===== src/sv/dcbp_pkg.sv =====
// Shared types, codes and helper functions of the display command byte parser.
`timescale 1ns / 1ps

package dcbp_pkg;

    // Configuration register indexes and their widths.
    localparam int CfgIndexWidth = 3;
    localparam int CfgDataWidth  = 8;

    typedef enum logic [CfgIndexWidth-1:0] {
        CFG_MAX_TEXT_LENGTH     = 3'd0,
        CFG_DEFAULT_COLOUR_CODE = 3'd1,
        CFG_DEFAULT_FONT_WIDTH  = 3'd2,
        CFG_DEFAULT_FONT_HEIGHT = 3'd3,
        CFG_FILL_COLOUR_CODE    = 3'd4
    } dcbp_cfg_index_t;

    // Reset values of the configuration registers.
    localparam logic [4:0] RST_MAX_TEXT_LENGTH     = 5'd25;
    localparam logic [7:0] RST_DEFAULT_COLOUR_CODE = 8'h10;
    localparam logic [7:0] RST_DEFAULT_FONT_WIDTH  = 8'd4;
    localparam logic [7:0] RST_DEFAULT_FONT_HEIGHT = 8'd5;
    localparam logic [7:0] RST_FILL_COLOUR_CODE    = 8'h15;

    // Protocol bytes.
    localparam logic [7:0] BYTE_FRAME_START = 8'hF2;
    localparam logic [7:0] BYTE_FRAME_END   = 8'hF3;
    localparam logic [7:0] BYTE_COMMAND     = 8'hF4;
    localparam logic [7:0] LETTER_CLEAR     = 8'h4E; // 'N'
    localparam logic [7:0] LETTER_REFRESH   = 8'h5A; // 'Z'
    localparam logic [7:0] LETTER_TEXT      = 8'h54; // 'T'
    localparam logic [7:0] LETTER_FONT      = 8'h46; // 'F'
    localparam logic [7:0] LETTER_LINE      = 8'h4C; // 'L'
    localparam logic [7:0] LETTER_POSITION  = 8'h58; // 'X'
    localparam logic [7:0] LETTER_COLOUR    = 8'h43; // 'C'
    localparam logic [7:0] LETTER_CIRCLE    = 8'h52; // 'R'
    localparam logic [7:0] LETTER_BOX       = 8'h42; // 'B'
    localparam logic [7:0] LETTER_FILL      = 8'h53; // 'S'
    localparam logic [7:0] LETTER_PIXEL     = 8'h50; // 'P'
    localparam logic [7:0] CHAR_ZERO        = 8'h30; // '0'
    localparam logic [7:0] CHAR_O           = 8'h4F; // 'O'
    localparam logic [7:0] PIXEL_RED        = 8'd200;

    // Draw command codes.
    typedef enum logic [3:0] {
        DRAW_CLEAR     = 4'd0,
        DRAW_REFRESH   = 4'd1,
        DRAW_TEXT_CHAR = 4'd2,
        DRAW_LINE      = 4'd3,
        DRAW_CIRCLE    = 4'd4,
        DRAW_BOX       = 4'd5,
        DRAW_FILL      = 4'd6,
        DRAW_PIXEL     = 4'd7,
        DRAW_FRAME_END = 4'd8
    } dcbp_cmd_t;

    // Parser modes, one-hot.
    typedef enum logic [16:0] {
        M_START   = 17'h00001,
        M_CMD     = 17'h00002,
        M_INSTR   = 17'h00004,
        M_TEXT    = 17'h00008,
        M_FONT_W  = 17'h00010,
        M_FONT_H  = 17'h00020,
        M_LINE_X  = 17'h00040,
        M_LINE_Y  = 17'h00080,
        M_POS_X   = 17'h00100,
        M_POS_Y   = 17'h00200,
        M_COLOUR  = 17'h00400,
        M_CIRCLE  = 17'h00800,
        M_BOX_X   = 17'h01000,
        M_BOX_Y   = 17'h02000,
        M_FILL    = 17'h04000,
        M_PIXEL_X = 17'h08000,
        M_PIXEL_Y = 17'h10000
    } dcbp_mode_t;

    // Current configuration as seen by the parser.
    typedef struct packed {
        logic [4:0] max_text_length;
        logic [7:0] default_colour_code;
        logic [7:0] default_font_width;
        logic [7:0] default_font_height;
        logic [7:0] fill_colour_code;
    } dcbp_cfg_t;

    // One draw command result.
    typedef struct packed {
        logic [3:0]        command;
        logic signed [7:0] x_start;
        logic signed [7:0] y_start;
        logic signed [7:0] x_end;
        logic signed [7:0] y_end;
        logic [7:0]        red;
        logic [7:0]        green;
        logic [7:0]        blue;
        logic [4:0]        font_index;
        logic [7:0]        text_char;
        logic              text_last;
    } dcbp_result_t;

    // A 2-bit channel value scaled to 0, 85, 170 or 255.
    function automatic logic [7:0] channel_level(input logic [1:0] code);
        channel_level = {code, code, code, code};
    endfunction

    // Font selection from the width code and the height (signed compare).
    function automatic logic [4:0] pick_font(input logic [7:0] width_code,
                                             input logic [7:0] height);
        logic signed [7:0] h;
        logic              bold;
        logic              outl;
        logic [4:0]        font;
        h    = $signed(height);
        bold = width_code[7];
        outl = !width_code[7] && width_code[6];
        unique case (width_code[3:0])
            4'd5:    font = (h < 8) ? 5'd1 : 5'd2;
            4'd6:
            begin
                if (h < 10)
                    font = 5'd3;
                else if (h < 11)
                    font = 5'd4;
                else if (h < 13)
                    font = 5'd5;
                else
                    font = outl ? 5'd6 : (bold ? 5'd7 : 5'd8);
            end
            4'd7:
            begin
                if (h < 14)
                    font = outl ? 5'd9 : (bold ? 5'd10 : 5'd11);
                else
                    font = outl ? 5'd12 : (bold ? 5'd13 : 5'd14);
            end
            4'd8:    font = outl ? 5'd15 : (bold ? 5'd16 : 5'd17);
            4'd9:
            begin
                if (h < 17)
                    font = bold ? 5'd18 : 5'd19;
                else
                    font = bold ? 5'd20 : 5'd21;
            end
            4'd10:   font = 5'd22;
            4'd11:   font = 5'd23;
            4'd12:   font = 5'd24;
            default: font = 5'd0;
        endcase
        pick_font = font;
    endfunction

endpackage


===== src/sv/display_command_byte_parser.sv =====
// Top level of the display command byte parser: configuration registers and stream ports.
// A result reaches the master side through the result register, or the skid stage
// while the output stalls. Bytes are taken one per cycle while the skid stage is
// empty, so they keep being taken while one result waits (two requests deep).
// Reset (rst_n, asynchronous, active low) restores the configuration registers to their
// defaults, the parser to waiting for frame start, and empties the output stages.
`timescale 1ns / 1ps

module display_command_byte_parser (
    input  logic                               clk,
    input  logic                               rst_n,
    // Slave side: tdata = rx_byte[7:0].
    input  logic                               s_tvalid,
    output logic                               s_tready,
    input  logic [7:0]                         s_tdata,
    // Master side: tdata = x_start[7:0], y_start[15:8], x_end[23:16], y_end[31:24],
    // red[39:32], green[47:40], blue[55:48], font_index[60:56], text_char[68:61],
    // zeros[71:69]; tuser = command[3:0]; tlast = text_last.
    output logic                               m_tvalid,
    input  logic                               m_tready,
    output logic [71:0]                        m_tdata,
    output logic [3:0]                         m_tuser,
    output logic                               m_tlast,
    // Configuration write port.
    input  logic                               cfg_we,
    input  logic [dcbp_pkg::CfgIndexWidth-1:0] cfg_index,
    input  logic [dcbp_pkg::CfgDataWidth-1:0]  cfg_data
);
    import dcbp_pkg::*;

    dcbp_cfg_t    cfg_reg;
    logic         byte_accept;
    logic         res_valid;
    dcbp_result_t res;
    dcbp_result_t out_res;

    // Configuration registers.
    always_ff @(posedge clk or negedge rst_n)
    begin
        if (!rst_n)
        begin
            cfg_reg.max_text_length     <= RST_MAX_TEXT_LENGTH;
            cfg_reg.default_colour_code <= RST_DEFAULT_COLOUR_CODE;
            cfg_reg.default_font_width  <= RST_DEFAULT_FONT_WIDTH;
            cfg_reg.default_font_height <= RST_DEFAULT_FONT_HEIGHT;
            cfg_reg.fill_colour_code    <= RST_FILL_COLOUR_CODE;
        end
        else if (cfg_we)
        begin
            unique case (cfg_index)
                CFG_MAX_TEXT_LENGTH:     cfg_reg.max_text_length     <= cfg_data[4:0];
                CFG_DEFAULT_COLOUR_CODE: cfg_reg.default_colour_code <= cfg_data;
                CFG_DEFAULT_FONT_WIDTH:  cfg_reg.default_font_width  <= cfg_data;
                CFG_DEFAULT_FONT_HEIGHT: cfg_reg.default_font_height <= cfg_data;
                CFG_FILL_COLOUR_CODE:    cfg_reg.fill_colour_code    <= cfg_data;
                default:                 ;
            endcase
        end
    end

    assign byte_accept = s_tvalid && s_tready;

    // Byte decode and drawing state.
    dcbp_parser u_parser (
        .clk        (clk),
        .rst_n      (rst_n),
        .byte_valid (byte_accept),
        .rx_byte    (s_tdata),
        .cfg        (cfg_reg),
        .res_valid  (res_valid),
        .res        (res)
    );

    // Result register and skid stage.
    dcbp_out_skid u_out (
        .clk       (clk),
        .rst_n     (rst_n),
        .in_valid  (res_valid),
        .in_data   (res),
        .in_ready  (s_tready),
        .out_valid (m_tvalid),
        .out_data  (out_res),
        .out_ready (m_tready)
    );

    // Pack the result onto the master bus.
    assign m_tdata = {3'd0, out_res.text_char, out_res.font_index, out_res.blue,
                      out_res.green, out_res.red, out_res.y_end, out_res.x_end,
                      out_res.y_start, out_res.x_start};
    assign m_tuser = out_res.command;
    assign m_tlast = out_res.text_last;

endmodule


===== src/sv/dcbp_parser.sv =====
// Parser state registers and the single-pass decode of one received byte.
`timescale 1ns / 1ps

module dcbp_parser (
    input  logic                  clk,
    input  logic                  rst_n,
    input  logic                  byte_valid,
    input  logic [7:0]            rx_byte,
    input  dcbp_pkg::dcbp_cfg_t   cfg,
    output logic                  res_valid,
    output dcbp_pkg::dcbp_result_t res
);
    import dcbp_pkg::*;

    dcbp_mode_t mode_reg, mode_next;
    logic [4:0] text_count_reg, text_count_next;
    logic [7:0] font_width_reg, font_width_next;
    logic [7:0] font_height_reg, font_height_next;
    logic [7:0] start_x_reg, start_x_next;
    logic [7:0] start_y_reg, start_y_next;
    logic [7:0] end_x_reg, end_x_next;
    logic [7:0] end_y_reg, end_y_next;
    logic [7:0] colour_reg, colour_next;

    logic [7:0] text_c;
    logic [4:0] count_inc;
    logic       text_end;

    // Text character handling: zero becomes O in the 5x8 font.
    always_comb
    begin
        text_c = rx_byte;
        if (rx_byte == CHAR_ZERO && font_width_reg == 8'd5 && font_height_reg == 8'd8)
            text_c = CHAR_O;
        count_inc = text_count_reg + 5'd1;
        text_end  = (count_inc >= cfg.max_text_length) || (text_c == 8'd0);
    end

    // Next state and result for the byte.
    always_comb
    begin
        mode_next        = mode_reg;
        text_count_next  = text_count_reg;
        font_width_next  = font_width_reg;
        font_height_next = font_height_reg;
        start_x_next     = start_x_reg;
        start_y_next     = start_y_reg;
        end_x_next       = end_x_reg;
        end_y_next       = end_y_reg;
        colour_next      = colour_reg;
        res_valid        = 1'b0;
        res              = '0;

        unique case (mode_reg)
            M_START:
            begin
                if (rx_byte == BYTE_FRAME_START)
                begin
                    text_count_next  = 5'd0;
                    font_width_next  = cfg.default_font_width;
                    font_height_next = cfg.default_font_height;
                    start_x_next     = 8'd0;
                    start_y_next     = 8'd0;
                    end_x_next       = 8'd0;
                    end_y_next       = 8'd0;
                    colour_next      = cfg.default_colour_code;
                    mode_next        = M_CMD;
                end
            end
            M_CMD:
            begin
                if (rx_byte == BYTE_COMMAND)
                    mode_next = M_INSTR;
            end
            M_INSTR:
            begin
                mode_next = M_CMD;
                unique case (rx_byte)
                    BYTE_FRAME_END:
                    begin
                        mode_next   = M_START;
                        res.command = DRAW_FRAME_END;
                        res_valid   = 1'b1;
                    end
                    LETTER_CLEAR:
                    begin
                        res.command = DRAW_CLEAR;
                        res_valid   = 1'b1;
                    end
                    LETTER_REFRESH:
                    begin
                        res.command = DRAW_REFRESH;
                        res_valid   = 1'b1;
                    end
                    LETTER_TEXT:
                    begin
                        mode_next       = M_TEXT;
                        text_count_next = 5'd0;
                    end
                    LETTER_FONT:     mode_next = M_FONT_W;
                    LETTER_LINE:     mode_next = M_LINE_X;
                    LETTER_POSITION: mode_next = M_POS_X;
                    LETTER_COLOUR:   mode_next = M_COLOUR;
                    LETTER_CIRCLE:   mode_next = M_CIRCLE;
                    LETTER_BOX:      mode_next = M_BOX_X;
                    LETTER_FILL:     mode_next = M_FILL;
                    LETTER_PIXEL:    mode_next = M_PIXEL_X;
                    default:         mode_next = M_CMD;
                endcase
            end
            M_TEXT:
            begin
                text_count_next = count_inc;
                res.command     = DRAW_TEXT_CHAR;
                res.x_start     = start_x_reg;
                res.y_start     = start_y_reg;
                res.red         = channel_level(colour_reg[5:4]);
                res.green       = channel_level(colour_reg[3:2]);
                res.blue        = channel_level(colour_reg[1:0]);
                res.font_index  = pick_font(font_width_reg, font_height_reg);
                res.text_char   = text_c;
                res.text_last   = text_end;
                res_valid       = 1'b1;
                if (text_end)
                    mode_next = M_CMD;
            end
            M_FONT_W:
            begin
                font_width_next = rx_byte;
                mode_next       = M_FONT_H;
            end
            M_FONT_H:
            begin
                font_height_next = rx_byte;
                mode_next        = M_CMD;
            end
            M_POS_X:
            begin
                start_x_next = rx_byte;
                mode_next    = M_POS_Y;
            end
            M_POS_Y:
            begin
                start_y_next = rx_byte;
                mode_next    = M_CMD;
            end
            M_COLOUR:
            begin
                colour_next = rx_byte;
                mode_next   = M_CMD;
            end
            M_LINE_X:
            begin
                end_x_next = rx_byte;
                mode_next  = M_LINE_Y;
            end
            M_BOX_X:
            begin
                end_x_next = rx_byte;
                mode_next  = M_BOX_Y;
            end
            M_LINE_Y, M_BOX_Y:
            begin
                end_y_next  = rx_byte;
                res.command = (mode_reg == M_LINE_Y) ? DRAW_LINE : DRAW_BOX;
                res.x_start = start_x_reg;
                res.y_start = start_y_reg;
                res.x_end   = end_x_reg;
                res.y_end   = rx_byte;
                res.red     = channel_level(colour_reg[5:4]);
                res.green   = channel_level(colour_reg[3:2]);
                res.blue    = channel_level(colour_reg[1:0]);
                res_valid   = 1'b1;
                mode_next   = M_CMD;
            end
            M_CIRCLE:
            begin
                end_x_next  = rx_byte;
                res.command = DRAW_CIRCLE;
                res.x_start = start_x_reg;
                res.y_start = start_y_reg;
                res.x_end   = rx_byte;
                res.red     = channel_level(colour_reg[5:4]);
                res.green   = channel_level(colour_reg[3:2]);
                res.blue    = channel_level(colour_reg[1:0]);
                res_valid   = 1'b1;
                mode_next   = M_CMD;
            end
            M_FILL:
            begin
                // The argument is kept as the colour; the fill uses its own colour.
                colour_next = rx_byte;
                res.command = DRAW_FILL;
                res.red     = channel_level(cfg.fill_colour_code[5:4]);
                res.green   = channel_level(cfg.fill_colour_code[3:2]);
                res.blue    = channel_level(cfg.fill_colour_code[1:0]);
                res_valid   = 1'b1;
                mode_next   = M_CMD;
            end
            M_PIXEL_X:
            begin
                end_x_next = rx_byte;
                mode_next  = M_PIXEL_Y;
            end
            M_PIXEL_Y:
            begin
                end_y_next  = rx_byte;
                res.command = DRAW_PIXEL;
                res.x_start = start_x_reg;
                res.y_start = start_y_reg;
                res.red     = PIXEL_RED;
                res_valid   = 1'b1;
                mode_next   = M_CMD;
            end
            default: mode_next = M_START;
        endcase

        // Nothing happens without an accepted byte.
        if (!byte_valid)
            res_valid = 1'b0;
    end

    // State registers, updated on each accepted byte.
    always_ff @(posedge clk or negedge rst_n)
    begin
        if (!rst_n)
        begin
            mode_reg        <= M_START;
            text_count_reg  <= 5'd0;
            font_width_reg  <= RST_DEFAULT_FONT_WIDTH;
            font_height_reg <= RST_DEFAULT_FONT_HEIGHT;
            start_x_reg     <= 8'd0;
            start_y_reg     <= 8'd0;
            end_x_reg       <= 8'd0;
            end_y_reg       <= 8'd0;
            colour_reg      <= RST_DEFAULT_COLOUR_CODE;
        end
        else if (byte_valid)
        begin
            mode_reg        <= mode_next;
            text_count_reg  <= text_count_next;
            font_width_reg  <= font_width_next;
            font_height_reg <= font_height_next;
            start_x_reg     <= start_x_next;
            start_y_reg     <= start_y_next;
            end_x_reg       <= end_x_next;
            end_y_reg       <= end_y_next;
            colour_reg      <= colour_next;
        end
    end

endmodule


===== src/sv/dcbp_out_skid.sv =====
// Result register with a skid stage so that input and output stall independently.
`timescale 1ns / 1ps

module dcbp_out_skid (
    input  logic                   clk,
    input  logic                   rst_n,
    input  logic                   in_valid,
    input  dcbp_pkg::dcbp_result_t in_data,
    output logic                   in_ready,
    output logic                   out_valid,
    output dcbp_pkg::dcbp_result_t out_data,
    input  logic                   out_ready
);
    import dcbp_pkg::*;

    logic         out_valid_reg;
    logic         skid_valid_reg;
    dcbp_result_t out_data_reg;
    dcbp_result_t skid_data_reg;

    assign in_ready  = !skid_valid_reg;
    assign out_valid = out_valid_reg;
    assign out_data  = out_data_reg;

    // Control: the skid stage fills only when the output register is stalled.
    always_ff @(posedge clk or negedge rst_n)
    begin
        if (!rst_n)
        begin
            out_valid_reg  <= 1'b0;
            skid_valid_reg <= 1'b0;
        end
        else if (!out_valid_reg || out_ready)
        begin
            out_valid_reg  <= skid_valid_reg || in_valid;
            skid_valid_reg <= 1'b0;
        end
        else if (in_valid && !skid_valid_reg)
        begin
            skid_valid_reg <= 1'b1;
        end
    end

    // Payload.
    always_ff @(posedge clk)
    begin
        if (!out_valid_reg || out_ready)
        begin
            if (skid_valid_reg)
                out_data_reg <= skid_data_reg;
            else if (in_valid)
                out_data_reg <= in_data;
        end
        else if (in_valid && !skid_valid_reg)
        begin
            skid_data_reg <= in_data;
        end
    end

endmodule


===== config.mk =====
export PLATFORM = sky130hd
export DESIGN_NAME = display_command_byte_parser
export DESIGN_NICKNAME = d
export VERILOG_FILES = /design/src/sv/dcbp_pkg.sv /design/src/sv/display_command_byte_parser.sv /design/src/sv/dcbp_parser.sv /design/src/sv/dcbp_out_skid.sv
export SDC_FILE = /design/constraint.sdc
export NUM_CORES = 1
export LEC_CHECK = 0
export CAP_MARGIN = 20
export CORE_MARGIN = 1.5
export CORE_UTILIZATION = 45
export DETAILED_ROUTE_END_ITERATION = 8
export DONT_BUFFER_PORTS = 1
export PLACE_DENSITY_LB_ADDON = 0.3
export SETUP_SLACK_MARGIN = 0.02
export SLEW_MARGIN = 30
export SYNTH_ARGS = -nofsm -noshare
export SYNTH_HDL_FRONTEND = slang
export SYNTH_HIERARCHICAL = 1
export SYNTH_SLANG_ARGS = --single-unit

===== constraint.sdc =====
create_clock -name clk -period 25.4 [get_ports clk]
set_clock_uncertainty 0.15 [all_clocks]
set_input_delay 2.54 -clock clk [delete_from_list [all_inputs] [get_ports clk]]
set_output_delay 2.54 -clock clk [all_outputs]
set_load 0.005 [all_outputs]

==> impl_results.md <==
* Starting Density at 0.458
* Fin Setup TNS at 0 ns
* Final min period at 5.00 ns
* Area after DPL at 11600 um^2
* Area Overhead vs Synth at 7.82%
* DPL Wire Length at 16500 um
* Data arrival, critical path at 5.23 ns
* RSZ-0062 raised after global routing: false
* Antenna diodes at 0
* Buffers on Ports at 0
* FMAX at 0.200 GHz
* H-tree depth at 1
* Post-DRT Antenna Nets at 0
* CP max-delay cell: nand2_1
* Storage cell area at 7040 um^2
* Mean routed wirelength per cell at 21.2 um
* Number of post-CTS setup repair buffers at 0
* Row count at 58
* Yosys warnings at 6
* Die area at 26500 um^2
* Final Setup Violations at 0
* TritonCTS Buffers at 27
* Hold Startpoint: u_parser/start_x_reg[6]
* Crit path from: s_tdata[0]
* Number of max-cap violations at 0
* Layout cells sized above 1 at 0.237
* Hold buffers post-CTS at 0
* GRT overflow at 0
* Mapped Area at 11500 um^2
* Worst slew pin tran at 0.925 ns
* Max IR drop VDD at 0.0586 mV
* R2R setup slack at 21.38 ns
* Syn Area/Cell at 13.6 um^2
* Leakage at 4.65 nW
* CTS Buffer Depth at 3
* HP Class: flop to flop
* Worst setup SP type: primary input
* Filler cells at 2169
* Vias at 6799
* Initial antenna violation count at 0
* Global placement routability congestion at 0.884
* Die Wd at 163 um
* Root Driver: clkbuf_16
* Pins Over Slew Limit at 0
* Hold Violations, Final at 0
* Area of the multi-input gates at 4020 um^2
* I/O pins at 103
* Design Power at 1.01 mW
* DRT Wirelength at 24900 um
* Worst rel slew slack at 0.383
* Largest fanout on the critical path at 24
* CTS tree: done
* Fin area at 12400 um^2
* Post_cts resized at 0
* Worst skew pair latency at 0.54 ns
* Final period util at 0.197
* Post-layout net count at 854
* Reg2reg start: u_parser/mode_reg[8]
* CP cell instances: or4b_1 > nor2_1 > o31a_1 > nand2_1 > nand3_1 > o21ai_0
* Delay of the slowest cell on the worst path at 0.78 ns
* First-pass GRT wire length at 39200 um
* DRC at 0
* CTS Sinks at 251
* CP Data Required Time at 25.64 ns
* Clock-pin transition on the worst setup and hold timing paths at 0.06 ns
* Crit Path Class: primary input to flop
* Synth Instances at 847
* Crit end category: flop
* Via/cell ratio at 5.79
* Status: complete, no violations
* Largest net degree at the start of global routing at 104
* Drt pass-1 iters at 5
* PwrDens at 81.2 nW/um^2
* Drt initial violations at 506
* Gr usage total at 0.190
* Die Height at 163 um
* Final core utilization at 0.494
* Number of global-route vias before repair at 6827
* Worst hold slack at 0.352 ns
* Core area at 25100 um^2
cell type report:
cell class / instances / share of cell area
multi-input combinational: 519 / 0.324
inverter: 19 / 0.00575
tap: 330 / 0.0333
timing repair buffer: 6 / 0.00454
clock buffer: 38 / 0.0586
clock inverter: 12 / 0.00655
sequential: 251 / 0.568
metrics by stage:
| stage | std cells | setup WS, ns |
|---|---|---|
| after detailed placement | 1125 | 19.90 |
| after global routing | 1175 | 20.15 |
| after global placement | 1125 | 19.99 |
| after CTS | 1175 | 20.47 |
| after floorplan | 849 | 15.63 |
| final | 1175 | 20.40 |
per-layer routing:
metal / vias to the layer above / share of wire / track usage
met5: - / 0 / 0
met4: 0 / 0.021 / 0.0475
met3: 37 / 0.053 / 0.0392
met2: 202 / 0.47 / 0.307
met1: 3429 / 0.46 / 0.262
li1: 3131 / - / -
path summary, 6_finish.rpt:
path / end / cells past startpoint
hold / removal: u_parser/start_x_reg[6] / 2
min in group asynchronous: u_parser/font_height_reg[3] / 0
hold reg to reg: u_parser/start_x_reg[6] / 2
max in group asynchronous: u_parser/mode_reg[0] / 0
setup reg to reg: u_out/skid_data_reg[34] / 7
setup / recovery: u_parser/start_x_reg[3] / 6
worst max-delay path, delay by kind of cell:
kind | cells | cell delay (ns)
and+or+nand+nor | 4 | 1.80
AOI/OAI and AO/OA | 2 | 0.87
power by group:
group	switching, mW	internal (mW)	leakage [nW]
Sequential	0.0358	0.466	2.67
Combinational	0.0842	0.0618	1.59
Clock	0.159	0.201	0.395
cell usage in the layout, fill, tap and decap left out, drive strengths merged, types with 4 or more instances in the layout:
| cell type | instances |
|---|---|
| nor4 | 14 |
| or2 | 6 |
| o31ai | 11 |
| xnor2 | 4 |
| nand2 | 47 |
| nand2b | 7 |
| nor2 | 57 |
| clkbuf | 38 |
| nor3b | 6 |
| clkinv | 8 |
| a22o | 21 |
| buf | 6 |
| edfxtp | 148 |
| nand4b | 4 |
| a21oi | 28 |
| nand4 | 11 |
| mux2i | 8 |
| mux2 | 108 |
| ha | 6 |
| nor2b | 8 |
| dfrtp | 88 |
| inv | 22 |
| o22ai | 16 |
| o41ai | 5 |
| nor4b | 6 |
| o21ai | 37 |
| and2 | 19 |
| dfstp | 15 |
| nand3 | 27 |
| nor3 | 9 |
No activity file was read; power rests on OpenSTA's default activity.
